[config.mk]
export PLATFORM = sky130hd
export DESIGN_NAME = multi_stream_lcg_generator
export DESIGN_NICKNAME = d
export VERILOG_FILES = /design/src/rtl/mslcg_pkg.sv /design/src/rtl/mslcg_ctrl.sv /design/src/rtl/mslcg_datapath.sv /design/src/rtl/multi_stream_lcg_generator.sv
export SDC_FILE = /design/constraint.sdc
export NUM_CORES = 2
export LEC_CHECK = 0
export ABC_AREA = 1
export BUFFER_PORTS_ARGS = -buffer_cell sky130_fd_sc_hd__buf_2
export CORE_MARGIN = 2
export CORE_UTILIZATION = 60
export DETAILED_ROUTE_END_ITERATION = 16
export PLACE_DENSITY = 0.85
export RECOVER_POWER = 50
export SETUP_SLACK_MARGIN = 0.2
export SLEW_MARGIN = 20
export SYNTH_ARGS = -nofsm -noshare
export SYNTH_HDL_FRONTEND = slang
export SYNTH_SLANG_ARGS = --single-unit
[constraint.sdc]
create_clock -name clock -period 8.6 [get_ports clock]
set_input_delay 0.86 -clock clock [delete_from_list [all_inputs] [get_ports clock]]
set_output_delay 0.86 -clock clock [all_outputs]
set_load 0.01 [all_outputs]
[src/rtl/mslcg_pkg.sv]
package mslcg_pkg;

   // sizes
   localparam int STREAM_COUNT_DEF = 40;
   localparam int OP_W             = 3;
   localparam int INDEX_W          = 6;
   localparam int SEED_W           = 31;
   localparam int N_W              = 25;
   localparam int UNIF_W           = 25;
   localparam int DRAW_W           = 24;
   localparam int PROD_W           = SEED_W + 15;
   localparam int DPROD_W          = 49;

   // generator constants
   localparam logic [SEED_W:0]   PRIME_MOD  = 32'd2147483647;
   localparam logic [SEED_W-1:0] SEED_MAX   = 31'd2147483646;
   localparam logic [14:0]       FIRST_MUL  = 15'd24112;
   localparam logic [14:0]       SECOND_MUL = 15'd26143;
   localparam logic [N_W-1:0]    UNIT       = 25'd16777216;

   typedef enum logic [OP_W-1:0] {
      OP_ADVANCE = 3'd0,
      OP_SET     = 3'd1,
      OP_READ    = 3'd2,
      OP_DRAW    = 3'd3,
      OP_TRIAL   = 3'd4
   } opcode_type;

   typedef enum logic [2:0] {
      ST_IDLE,
      ST_MUL1,
      ST_FOLD1,
      ST_MUL2,
      ST_FOLD2,
      ST_DRAW,
      ST_EMIT
   } state_type;

   typedef struct packed {
      logic [OP_W-1:0]    opcode;
      logic [INDEX_W-1:0] stream_index;
      logic [SEED_W-1:0]  seed_value;
      logic [N_W-1:0]     range_size;
      logic [N_W-1:0]     probability;
   } req_type;

   typedef struct packed {
      logic [SEED_W-1:0] seed_out;
      logic [UNIF_W-1:0] uniform_numerator;
      logic [DRAW_W-1:0] integer_draw;
      logic              trial_result;
      logic              error_flag;
   } rsp_type;

   // controller to datapath
   typedef struct packed {
      logic load;
      logic mul_en;
      logic mul_first;
      logic fold_en;
      logic draw_en;
      logic emit;
   } cmd_type;

   // datapath to controller
   typedef struct packed {
      logic advance;
      logic out_busy;
   } sts_type;

   // power-on seed of each stream
   function automatic logic [SEED_W-1:0] init_seed(input logic [INDEX_W-1:0] idx);
      logic [SEED_W-1:0] s;
      case (idx)
         6'd0:  s = 31'd1973272912;
         6'd1:  s = 31'd281629770;
         6'd2:  s = 31'd20006270;
         6'd3:  s = 31'd1280689831;
         6'd4:  s = 31'd2096730329;
         6'd5:  s = 31'd1933576050;
         6'd6:  s = 31'd913566091;
         6'd7:  s = 31'd246780520;
         6'd8:  s = 31'd1363774876;
         6'd9:  s = 31'd604901985;
         6'd10: s = 31'd1511192140;
         6'd11: s = 31'd1259851944;
         6'd12: s = 31'd824064364;
         6'd13: s = 31'd150493284;
         6'd14: s = 31'd242708531;
         6'd15: s = 31'd75253171;
         6'd16: s = 31'd1964472944;
         6'd17: s = 31'd1202299975;
         6'd18: s = 31'd233217322;
         6'd19: s = 31'd1911216000;
         6'd20: s = 31'd726370533;
         6'd21: s = 31'd403498145;
         6'd22: s = 31'd993232223;
         6'd23: s = 31'd1103205531;
         6'd24: s = 31'd762430696;
         6'd25: s = 31'd1922803170;
         6'd26: s = 31'd1385516923;
         6'd27: s = 31'd76271663;
         6'd28: s = 31'd413682397;
         6'd29: s = 31'd726466604;
         6'd30: s = 31'd336157058;
         6'd31: s = 31'd1432650381;
         6'd32: s = 31'd1120463904;
         6'd33: s = 31'd595778810;
         6'd34: s = 31'd877722890;
         6'd35: s = 31'd1046574445;
         6'd36: s = 31'd68911991;
         6'd37: s = 31'd2088367019;
         6'd38: s = 31'd748545416;
         6'd39: s = 31'd622401386;
         default: s = '0;
      endcase
      return s;
   endfunction

endpackage

[src/rtl/mslcg_ctrl.sv]
module mslcg_ctrl (
   input  logic                clock,
   input  logic                reset,
   input  logic                req_valid,
   output logic                req_stall,
   input  mslcg_pkg::sts_type  sts,
   output mslcg_pkg::cmd_type  cmd
);

   mslcg_pkg::state_type state_ff, state_in;

   // state register
   always_ff @(posedge clock) begin
      if (reset) begin
         state_ff <= mslcg_pkg::ST_IDLE;
      end else begin
         state_ff <= state_in;
      end
   end

   // next state and commands
   always_comb begin
      state_in  = state_ff;
      cmd       = '0;
      req_stall = 1'b1;
      case (state_ff)
         mslcg_pkg::ST_IDLE: begin
            req_stall = 1'b0;
            if (req_valid) begin
               cmd.load = 1'b1;
               state_in = mslcg_pkg::ST_MUL1;
            end
         end
         mslcg_pkg::ST_MUL1: begin
            cmd.mul_en    = 1'b1;
            cmd.mul_first = 1'b1;
            state_in = sts.advance ? mslcg_pkg::ST_FOLD1 : mslcg_pkg::ST_EMIT;
         end
         mslcg_pkg::ST_FOLD1: begin
            cmd.fold_en = 1'b1;
            state_in    = mslcg_pkg::ST_MUL2;
         end
         mslcg_pkg::ST_MUL2: begin
            cmd.mul_en = 1'b1;
            state_in   = mslcg_pkg::ST_FOLD2;
         end
         mslcg_pkg::ST_FOLD2: begin
            cmd.fold_en = 1'b1;
            state_in    = mslcg_pkg::ST_DRAW;
         end
         mslcg_pkg::ST_DRAW: begin
            cmd.draw_en = 1'b1;
            state_in    = mslcg_pkg::ST_EMIT;
         end
         mslcg_pkg::ST_EMIT: begin
            // wait for room in the output register
            if (!sts.out_busy) begin
               cmd.emit = 1'b1;
               state_in = mslcg_pkg::ST_IDLE;
            end
         end
         default: begin
            state_in = mslcg_pkg::ST_IDLE;
         end
      endcase
   end

endmodule

[src/rtl/mslcg_datapath.sv]
module mslcg_datapath #(
   parameter int STREAM_COUNT = mslcg_pkg::STREAM_COUNT_DEF
) (
   input  logic                clock,
   input  logic                reset,
   input  mslcg_pkg::req_type  req_payload,
   output logic                rsp_valid,
   input  logic                rsp_stall,
   output mslcg_pkg::rsp_type  rsp_payload,
   input  mslcg_pkg::cmd_type  cmd,
   output mslcg_pkg::sts_type  sts
);

   localparam int IDX_W   = (STREAM_COUNT > 1) ? $clog2(STREAM_COUNT) : 1;
   localparam int INDEX_W = mslcg_pkg::INDEX_W;
   localparam int SEED_W  = mslcg_pkg::SEED_W;
   localparam int PROD_W  = mslcg_pkg::PROD_W;
   localparam int DPROD_W = mslcg_pkg::DPROD_W;
   localparam int N_W     = mslcg_pkg::N_W;
   localparam int UNIF_W  = mslcg_pkg::UNIF_W;
   localparam int DRAW_W  = mslcg_pkg::DRAW_W;
   localparam logic [INDEX_W-1:0] LAST_IDX = INDEX_W'(STREAM_COUNT - 1);

   mslcg_pkg::req_type   req_ff;
   mslcg_pkg::rsp_type   rsp_ff, rsp_in;
   logic                 rsp_valid_ff;

   logic [SEED_W-1:0]    seed_mem [STREAM_COUNT];
   logic [STREAM_COUNT-1:0] valid_ff;
   logic [SEED_W-1:0]    seed_rd_ff;
   logic                 vld_rd_ff;
   logic [PROD_W-1:0]    prod_ff, prod_in;
   logic [SEED_W-1:0]    z_ff, z_in;
   logic [UNIF_W-1:0]    num_ff, num_in;
   logic [DPROD_W-1:0]   draw_ff, draw_in;

   logic [IDX_W-1:0]     rd_addr, wr_addr;
   logic                 in_range_req, in_range;
   logic                 adv_op, set_ok, mem_wr;
   logic [SEED_W-1:0]    seed_sel, mul_a, wr_data;
   logic [14:0]          mul_k;
   logic [SEED_W:0]      fold_sum;
   logic [N_W-1:0]       n_clamp, n_less;
   logic [N_W-1:0]       draw_q;
   logic [DRAW_W-1:0]    draw_res;

   // decode
   assign in_range_req = (req_payload.stream_index <= LAST_IDX);
   assign in_range     = (req_ff.stream_index <= LAST_IDX);
   assign adv_op       = (req_ff.opcode == mslcg_pkg::OP_ADVANCE) ||
                         (req_ff.opcode == mslcg_pkg::OP_DRAW) ||
                         (req_ff.opcode == mslcg_pkg::OP_TRIAL);
   assign set_ok       = (req_ff.opcode == mslcg_pkg::OP_SET) &&
                         (req_ff.seed_value >= 31'd1) &&
                         (req_ff.seed_value <= mslcg_pkg::SEED_MAX);
   assign rd_addr      = req_payload.stream_index[IDX_W-1:0];
   assign wr_addr      = req_ff.stream_index[IDX_W-1:0];
   assign mem_wr       = cmd.emit && in_range && (adv_op || set_ok);
   assign wr_data      = adv_op ? z_ff : req_ff.seed_value;

   assign sts.advance  = in_range && adv_op;
   assign sts.out_busy = rsp_valid_ff && rsp_stall;

   // request capture
   always_ff @(posedge clock) begin
      if (cmd.load) begin
         req_ff <= req_payload;
      end
   end

   // seed table, one write and one registered read
   always_ff @(posedge clock) begin
      if (mem_wr) begin
         seed_mem[wr_addr] <= wr_data;
      end
      if (cmd.load) begin
         seed_rd_ff <= seed_mem[rd_addr];
      end
   end

   // entries never written read as their power-on seed
   always_ff @(posedge clock) begin
      if (reset) begin
         valid_ff  <= '0;
         vld_rd_ff <= 1'b0;
      end else begin
         if (mem_wr) begin
            valid_ff[wr_addr] <= 1'b1;
         end
         if (cmd.load) begin
            vld_rd_ff <= in_range_req && valid_ff[rd_addr];
         end
      end
   end

   assign seed_sel = vld_rd_ff ? seed_rd_ff : mslcg_pkg::init_seed(req_ff.stream_index);

   // shared constant multiplier
   assign mul_a   = cmd.mul_first ? seed_sel : z_ff;
   assign mul_k   = cmd.mul_first ? mslcg_pkg::FIRST_MUL : mslcg_pkg::SECOND_MUL;
   assign prod_in = PROD_W'(mul_a) * PROD_W'(mul_k);

   always_ff @(posedge clock) begin
      if (cmd.mul_en) begin
         prod_ff <= prod_in;
      end
   end

   // fold modulo 2^31-1: high part added to low part, one conditional subtract
   assign fold_sum = (SEED_W+1)'(prod_ff[SEED_W-1:0]) +
                     (SEED_W+1)'(prod_ff[PROD_W-1:SEED_W]);
   assign z_in     = (fold_sum >= mslcg_pkg::PRIME_MOD) ?
                     SEED_W'(fold_sum - mslcg_pkg::PRIME_MOD) : fold_sum[SEED_W-1:0];

   always_ff @(posedge clock) begin
      if (cmd.fold_en) begin
         z_ff <= z_in;
      end
   end

   // uniform numerator and scaled draw product
   assign num_in  = UNIF_W'(z_ff[SEED_W-1:7] | 24'd1) + 25'd1;
   assign n_clamp = (req_ff.range_size > mslcg_pkg::UNIT) ? mslcg_pkg::UNIT
                                                          : req_ff.range_size;
   assign draw_in = DPROD_W'(n_clamp) * DPROD_W'(num_in);

   always_ff @(posedge clock) begin
      if (cmd.draw_en) begin
         num_ff  <= num_in;
         draw_ff <= draw_in;
      end
   end

   // clamp the draw to n-1
   assign n_less = n_clamp - 25'd1;
   assign draw_q = draw_ff[DPROD_W-1:24];
   always_comb begin
      if (n_clamp == '0) begin
         draw_res = '0;
      end else if (draw_q > n_less) begin
         draw_res = n_less[DRAW_W-1:0];
      end else begin
         draw_res = draw_q[DRAW_W-1:0];
      end
   end

   // result assembly
   always_comb begin
      rsp_in = '0;
      if (in_range) begin
         case (req_ff.opcode)
            mslcg_pkg::OP_ADVANCE: begin
               rsp_in.seed_out          = z_ff;
               rsp_in.uniform_numerator = num_ff;
            end
            mslcg_pkg::OP_SET: begin
               rsp_in.error_flag = !set_ok;
            end
            mslcg_pkg::OP_READ: begin
               rsp_in.seed_out = seed_sel;
            end
            mslcg_pkg::OP_DRAW: begin
               rsp_in.seed_out          = z_ff;
               rsp_in.uniform_numerator = num_ff;
               rsp_in.integer_draw      = draw_res;
            end
            mslcg_pkg::OP_TRIAL: begin
               rsp_in.seed_out          = z_ff;
               rsp_in.uniform_numerator = num_ff;
               rsp_in.trial_result      = (num_ff < req_ff.probability);
            end
            default: begin
               rsp_in = '0;
            end
         endcase
      end
   end

   // output register
   always_ff @(posedge clock) begin
      if (reset) begin
         rsp_valid_ff <= 1'b0;
      end else if (cmd.emit) begin
         rsp_valid_ff <= 1'b1;
      end else if (!rsp_stall) begin
         rsp_valid_ff <= 1'b0;
      end
   end

   always_ff @(posedge clock) begin
      if (cmd.emit) begin
         rsp_ff <= rsp_in;
      end
   end

   assign rsp_valid   = rsp_valid_ff;
   assign rsp_payload = rsp_ff;

endmodule

[src/rtl/multi_stream_lcg_generator.sv]
// advance, integer draw and trial step through MUL1, FOLD1, MUL2, FOLD2, DRAW and EMIT
// set and read seed go from MUL1 straight to EMIT; one item is taken at a time
// the advance uses one shared 31x15 constant multiplier twice, each use
// followed by a fold modulo 2^31-1, then the draw multiply
// reset (synchronous): clears valid bits so every stream reads its power-on seed
// again; no sweep over the seed table is needed
module multi_stream_lcg_generator #(
   parameter int STREAM_COUNT = mslcg_pkg::STREAM_COUNT_DEF
) (
   input  logic                clock,
   input  logic                reset,
   input  logic                req_valid,
   output logic                req_stall,
   input  mslcg_pkg::req_type  req_payload,
   output logic                rsp_valid,
   input  logic                rsp_stall,
   output mslcg_pkg::rsp_type  rsp_payload
);

   mslcg_pkg::cmd_type cmd;
   mslcg_pkg::sts_type sts;

   // sequencer
   mslcg_ctrl u_ctrl (
      .clock     (clock),
      .reset     (reset),
      .req_valid (req_valid),
      .req_stall (req_stall),
      .sts       (sts),
      .cmd       (cmd)
   );

   // seed table, modular multiplier and result register
   mslcg_datapath #(
      .STREAM_COUNT (STREAM_COUNT)
   ) u_datapath (
      .clock       (clock),
      .reset       (reset),
      .req_payload (req_payload),
      .rsp_valid   (rsp_valid),
      .rsp_stall   (rsp_stall),
      .rsp_payload (rsp_payload),
      .cmd         (cmd),
      .sts         (sts)
   );

endmodule

After elaboration in Yosys (flattened, before gate mapping)
Memory sizes are Yosys's and may differ from the RTL's. A register that Yosys moved wholly into a read port is not among the register bits.
Cells that the tools add are included.
{ "word_totals": {"register_bits": 368, "ramBits": 1240, "romBits": 1984, "output_inout_bits": 84, "word_cells": 106, "memories": 2} }
{ "mem_list": {"columns": ["memory", "depth", "word_bits", "rd", "rd_clocked_by_memory_dff", "wr", "line", "text"], "rows": [
  ["(name not given)", 64, 31, 1, 1, 0, "mslcg_pkg.sv:74", "case (idx)"],
  ["u_datapath.seed_mem", 40, 31, 1, 1, 1, "mslcg_datapath.sv:28", "logic [SEED_W-1:0] seed_mem [STREAM_COUNT];"]
]} }
{ "op_classes": {"addsub": 4, "n_mul": 2, "order_cmp": 11, "n_eq_ne": 13, "mux": 30, "bitwise_logic": 3, "reduce_logical": 23} }
{ "ops": {"columns": ["op", "count"], "rows": [
  ["$mux 31", 4],
  ["$pmux 31 s2", 1],
  ["$mul 25x25->49", 1],
  ["$mul 31x15->46", 1],
  ["$or 40x40->40", 1],
  ["$add 31x15->32", 1],
  ["$ge 32x31->1 const B", 1],
  ["$ge 31x1->1 const B", 1],
  ["$le 31x31->1 const B", 1],
  ["$sub 31x31->31 const B", 1],
  ["$add 24x1->25 const B", 1],
  ["$gt 25x25->1", 1],
  ["$gt 25x25->1 const B", 1],
  ["$logic_not 25->1", 1],
  ["$lt 25x25->1", 1],
  ["$mux 25", 1],
  ["$sub 25x1->25 const B", 1],
  ["$mux 24", 1],
  ["$pmux 3 s7", 1],
  ["$mux 1", 15],
  ["$lt 6x7->1 const B", 2],
  ["$mux 14", 1],
  ["$eq 3x2->1 const B", 4],
  ["$eq 3x3->1 const B", 4],
  ["other kinds (17)", 38]
]} }

Longest topological paths before layout
{ "logic_depth": {"depth_word": 7, "ltp_mapped": 41, "depth_no_buf": 40} }

By module
A second synthesis with hierarchy kept.
{ "hier_totals": {"cells_unflattened": 9716, "hier_area_um2": 99844.5} }
{ "modules_own_cells": {"columns": ["module", "n_inst", "cells_per_inst", "area_per_inst_um2", "seq_area_each_um2"], "rows": [
  ["mslcg_datapath", 1, 9682, 99651.8, 48546.6],
  ["mslcg_ctrl", 1, 34, 192.7, 60.1]
]} }

Worst setup path before layout
Ideal clock, no wire load.
{ "synth_timing": {"path_kind": "register to register", "start": "register u_datapath.z_ff[9]", "end": "register u_datapath.draw_ff[42], data pin", "t_arrival_ps": 7138, "required_time_ps": 8341, "path_slack_ps": 1203, "stages_incl_launch_ff": 37, "path_buffers": 1, "period_less_slack_ps": 7397, "cell_sequence": "edfxtp_1 ha_1 nand2_1 inv_1 nand3_1 nor2_1 nand4_1 nor2_1 nand2_1 nor2_1 nand2_1 nor2_1 nand3_1 xor2_1 clkbuf_1 nor2_1 fa_1 inv_1 fa_1 fa_1 inv_1 fa_1 fa_1 fa_1 inv_1 fa_1 inv_1 ha_1 a21oi_1 nor2_1 nor2_1 o21ai_0 inv_1 o21ai_0 a221oi_1 nand2_1 xor2_1"} }
{ "synth_via": {"elab_chain_cells": 2} }
{ "synth_rtl": {"columns": ["element", "line", "text"], "rows": [
  ["start: declaration", "mslcg_datapath.sv:33", "logic [SEED_W-1:0] z_ff, z_in;"],
  ["start signal: assignment", "mslcg_datapath.sv:117", "z_ff <= z_in;"],
  ["$add 24x1->25", "mslcg_datapath.sv:122", "assign num_in = UNIF_W'(z_ff[SEED_W-1:7] | 24'd1) + 25'd1;"],
  ["$mul 25x25->49", "mslcg_datapath.sv:125", "assign draw_in = DPROD_W'(n_clamp) * DPROD_W'(num_in);"],
  ["named net u_datapath.draw_in[42]", "mslcg_datapath.sv:35", "logic [DPROD_W-1:0] draw_ff, draw_in;"],
  ["end signal: assignment", "mslcg_datapath.sv:130", "draw_ff <= draw_in;"],
  ["end: declaration", "mslcg_datapath.sv:35", null]
]} }
The timed path passes the listed nets, and every way through them passes these cells.
A chain may end at the register's enable or synchronous reset.

Worst setup path in the final report
{ "layout_timing": {"start": "register u_datapath.z_ff[8]", "end": "register u_datapath.draw_ff[38], data pin"} }
{ "layout_via": {"elab_chain_cells": 2} }
{ "layout_rtl": {"columns": ["element", "line", "text"], "rows": [
  ["$add 24x1->25", "mslcg_datapath.sv:122", null],
  ["named net u_datapath.num_in[9]", "mslcg_datapath.sv:34", "logic [UNIF_W-1:0] num_ff, num_in;"],
  ["$mul 25x25->49", "mslcg_datapath.sv:125", null],
  ["named net u_datapath.draw_in[38]", "mslcg_datapath.sv:35", null]
]} }
The timed path passes the listed nets, and every way through them passes these cells.

==> impl_metrics.sql <==
INSERT INTO impl_metrics (metric_group, metric, value, unit) VALUES
('floorplanning', 'chipWidth', '410.8', 'um'),
('timing', 'finalHoldViolations', '0', ''),
('synthesis', 'synth-warning-count', '0', ''),
('global_route', 'antenna_violations_before_repair', '13', ''),
('cts', 'clock_tree.buffer_depth', '3', ''),
('cts', 'tritoncts', 'done', ''),
('synthesis', 'synth_top_area_share', '47.41', '%'),
('floorplanning', 'number_of_placed_i_o_pins', '178', ''),
('routing', 'viasPerCell', '6.392', ''),
('min_path', 'worstHoldPathType', 'input pin to flip-flop', ''),
('cts', 'clockRootBuffer', 'clkbuf_16', ''),
('global_route', 'grt.total_usage', '37.44', '%'),
('worst_setup_path', 'r2r_slack', '0.42', 'ns'),
('floorplanning', 'initial_core_util', '60.33', '%'),
('routing', 'detail-route-antenna-nets', '0', ''),
('synthesis', 'synth.net_count', '10850', ''),
('place', 'buffer_ports.inserted', '176', ''),
('cts', 'clkTransAtPathRegs', '0.06', 'ns'),
('worst_setup_path', 'worst-endpoint-arrival', '8.75', 'ns'),
('cells_and_area', 'post_route_cells_drive_above_1_share', '6.262', '%'),
('routing', 'wl', '316200', 'um'),
('worst_setup_path', 'setup.worst_path.start_class', 'flip-flop', ''),
('outcome', 'result_of_the_run', 'complete, but fails checks', ''),
('outcome', 'failed_checks', 'capacitance limit, slew limit', ''),
('timing', 'achievable-frequency', '0.1222', 'GHz'),
('place', 'dp_hpwl', '211000', 'um'),
('synthesis', 'synth_top_cell_by_area', 'edfxtp_1', ''),
('timing', 'relSlewSlack', '-185.9', '%'),
('synthesis', 'synth-edff-count', '1568', ''),
('worst_setup_path', 'critical_path.endpoint', 'u_datapath.draw_ff[38]', ''),
('place', 'gpl.final_weighted_congestion', '1.052', ''),
('worst_setup_path', 'slowest_stage', 'nand2_1', ''),
('synthesis', 'fraction_of_registers_with_async_set_or_reset_after_synthesis', '0', '%'),
('timing', 'slew_violations', '1696', ''),
('worst_setup_path', 'critical_path.max_fanout', '16', ''),
('floorplanning', 'fp.dieArea', '0.1688', 'mm^2'),
('worst_setup_path', 'crit_reg_reg_endpoint', 'u_datapath.draw_ff[38]', ''),
('synthesis', 'synth_ff_type', 'edfxtp_1', ''),
('timing', 'worst-slew-pin-transition', '4.288', 'ns'),
('worst_setup_path', 'worstSetupStartpoint', 'u_datapath.z_ff[8]', ''),
('timing', 'finalWorstPathRequiredPeriod', '8.183', 'ns'),
('place', 'place_inst', '11720', ''),
('cells_and_area', 'signed_area_change_from_the_synthesized_netlist_to_the_final_layout', '8.874', '%'),
('synthesis', 'synth_seq_area_share', '48.94', '%'),
('global_route', 'maximum_number_of_pins_on_one_net_before_global_route_repair', '230', ''),
('worst_setup_path', 'end_kind', 'flip-flop', ''),
('floorplanning', 'area_of_the_core', '0.1646', 'mm^2'),
('cells_and_area', 'post_layout_nonfiller_instances', '12040', ''),
('synthesis', 'synth.lib_cells_used.distinct', '61', ''),
('flow_run', 'max_cap_viols', '39', ''),
('worst_setup_path', 'max_stage_delay', '0.54', 'ns'),
('cts', 'cts_hold_repair.buffers', '0', ''),
('routing', 'dr.first_iter.drc_count', '12980', ''),
('floorplanning', 'die_h', '410.8', 'um'),
('synthesis', 'ys_top_cells_by_area', 'edfxtp_1, fa_1, nor2_1', ''),
('global_route', 'grt_pass1_vias', '77200', ''),
('timing', 'final.period_utilization', '95.15', '%'),
('synthesis', 'synth.cell_area', '0.09931', 'mm^2'),
('routing', 'post-route-drc-count', '0', ''),
('cts', 'numCtsBuffers', '162', ''),
('cts', 'clock_latency', '0.84', 'ns'),
('timing', 'final.setup.tns', '0', 'ns'),
('synthesis', 'number_of_standard_cells_after_synthesis', '9572', ''),
('worst_setup_path', 'critical_path_required', '9.16', 'ns'),
('synthesis', 'synth.avg_cell_area', '10.38', 'um^2'),
('worst_setup_path', 'reg2reg_depth', '29', ''),
('routing', 'route.detailed.wl_per_inst', '26.27', 'um'),
('place', 'place_area', '0.1031', 'mm^2'),
('global_route', 'wire_length_of_the_first_global_routing_pass', '469600', 'um'),
('cells_and_area', 'finish.instance_area', '0.1081', 'mm^2'),
('routing', 'route.vias.total', '76940', ''),
('cts', 'cts_max_level', '4', ''),
('synthesis', 'synth-seq-cells', '1644', ''),
('timing', 'unrepaired_setup_endpoints_after_global_routing', 'true', ''),
('timing', 'setup_viol', '0', ''),
('cells_and_area', 'num-nets-final', '10980', ''),
('floorplanning', 'floorplan.rows', '149', ''),
('cts', 'clock_sinks', '1644', ''),
('routing', 'drtPass1Iterations', '16', ''),
('worst_setup_path', 'timing_worst_setup_path_type', 'flip-flop to flip-flop', ''),
('global_route', 'grt-ovfl-total', '0', ''),
('worst_setup_path', 'regToRegStartpoint', 'u_datapath.z_ff[8]', ''),
('timing', 'finClkSkew', '0.07997', 'ns');
placed cells by master (no fill, tap or decap), types with 168 or more instances in the layout:
cell,Yosys,layout
o21ai_0,1007,1004
fa_1,785,784
ha_1,396,396
clkbuf_1,391,186
nand2_1,1095,1089
a21oi_1,214,212
o22ai_1,333,333
edfxtp_1,1568,1568
nor2_1,1483,1475
inv_1,1451,1405
buf_4,3,177
nand3_1,168,168
Yosys cell counts, types with 85 or more instances:
master / instances
o22ai_1: 333
xor2_1: 85
o21ai_0: 1007
fa_1: 785
nor2_1: 1483
clkbuf_1: 391
edfxtp_1: 1568
inv_1: 1451
ha_1: 396
nand2_1: 1095
a21oi_1: 214
nand3_1: 168
critical path: cells and delay by family, from the launching register on:
family	cells	cell delay (ns)
adders and majority gates	9	3.55
AOI/OAI and AO/OA	7	1.67
DFF	1	0.40
xor gates and xnor gates	1	0.17
and+or+nand+nor	6	1.08
buffers and inverters	6	1.07
flip-flops by register name, indices dropped and copies added (netlist names), 6 cells and up, named ones only:
register,cells
u_datapath.z_ff,31
u_datapath.req_ff,84
u_datapath.wr_addr,6
u_datapath.seed_mem,1240
u_datapath.num_ff,24
u_datapath.prod_ff,46
u_datapath.seed_rd_ff,31
u_datapath.rsp_payload,81
u_datapath.draw_ff,25
u_datapath.valid_ff,40
metal layers:
layer / vias up / track usage (%) / routed length, um
met2: 6544 / 54.85 / 135300
met4: 16 / 20.70 / 20730
met5: - / 0 / 104
li1: 32090 / - / -
met3: 1391 / 12.80 / 50070
met1: 36890 / 49.19 / 110000
repair_timing:
item                                    CTS  global route
gates resized for setup                   0            33
endpoints found under the hold margin     0             0
endpoints found under the setup margin    0            35
setup buffers                             0            13
through the flow:
stage	util, %	hold slack [ns]	worst slack (ns)
2_1_floorplan	-	0.4244	1.203
3_3_place_gp	62.61	0.4411	0.4994
3_5_place_dp	62.62	0.4417	0.2919
4_1_cts	65.76	0.1690	0.3311
5_1_grt	65.67	0.1849	0.09404
6_report	65.68	0.2020	0.4168
worst min-delay path by stage:
stage | slack, ns | depth (start not counted) | from | to
2_1_floorplan | 0.42 | 2 | u_datapath.valid_ff[23] | u_datapath.valid_ff[23]
3_3_place_gp | 0.44 | 1 | u_datapath.valid_ff[2] | u_datapath.valid_ff[2]
3_5_place_dp | 0.44 | 2 | u_datapath.valid_ff[23] | u_datapath.valid_ff[23]
4_1_cts | 0.17 | 1 | req_payload[35] | u_datapath.req_ff[35]
5_1_grt | 0.18 | 1 | req_payload[61] | u_datapath.req_ff[61]
6_report | 0.20 | 1 | req_payload[88] | u_datapath.req_ff[88]
layout make-up:
type,count,area (um^2)
diodes,10,25.02
repair buffers,403,2381
well taps,2189,2739
multi-input cells,6032,43640
flip-flops and latches,1644,48610
fillers,11870,56490
clock inverters,90,868.3
clock buffers,202,4314
inverters,1466,5552
logic make-up (layout without fill, tap and decap cells):
family	Yosys count	count (layout)	synth area share, %
xor+xnor	128	128	1.167
mux	1	1	0.01008
compound gates	1794	1794	10.11
fa+ha+maj	1181	1181	20.81
other cells	1	11	0.003776
simple gates	2927	2927	11.74
buf+inv	1896	2161	7.214
flops	1644	1644	48.94
Power is not shown: default switching activity piles up to over one toggle a cycle in this logic, so the estimate is an artifact.
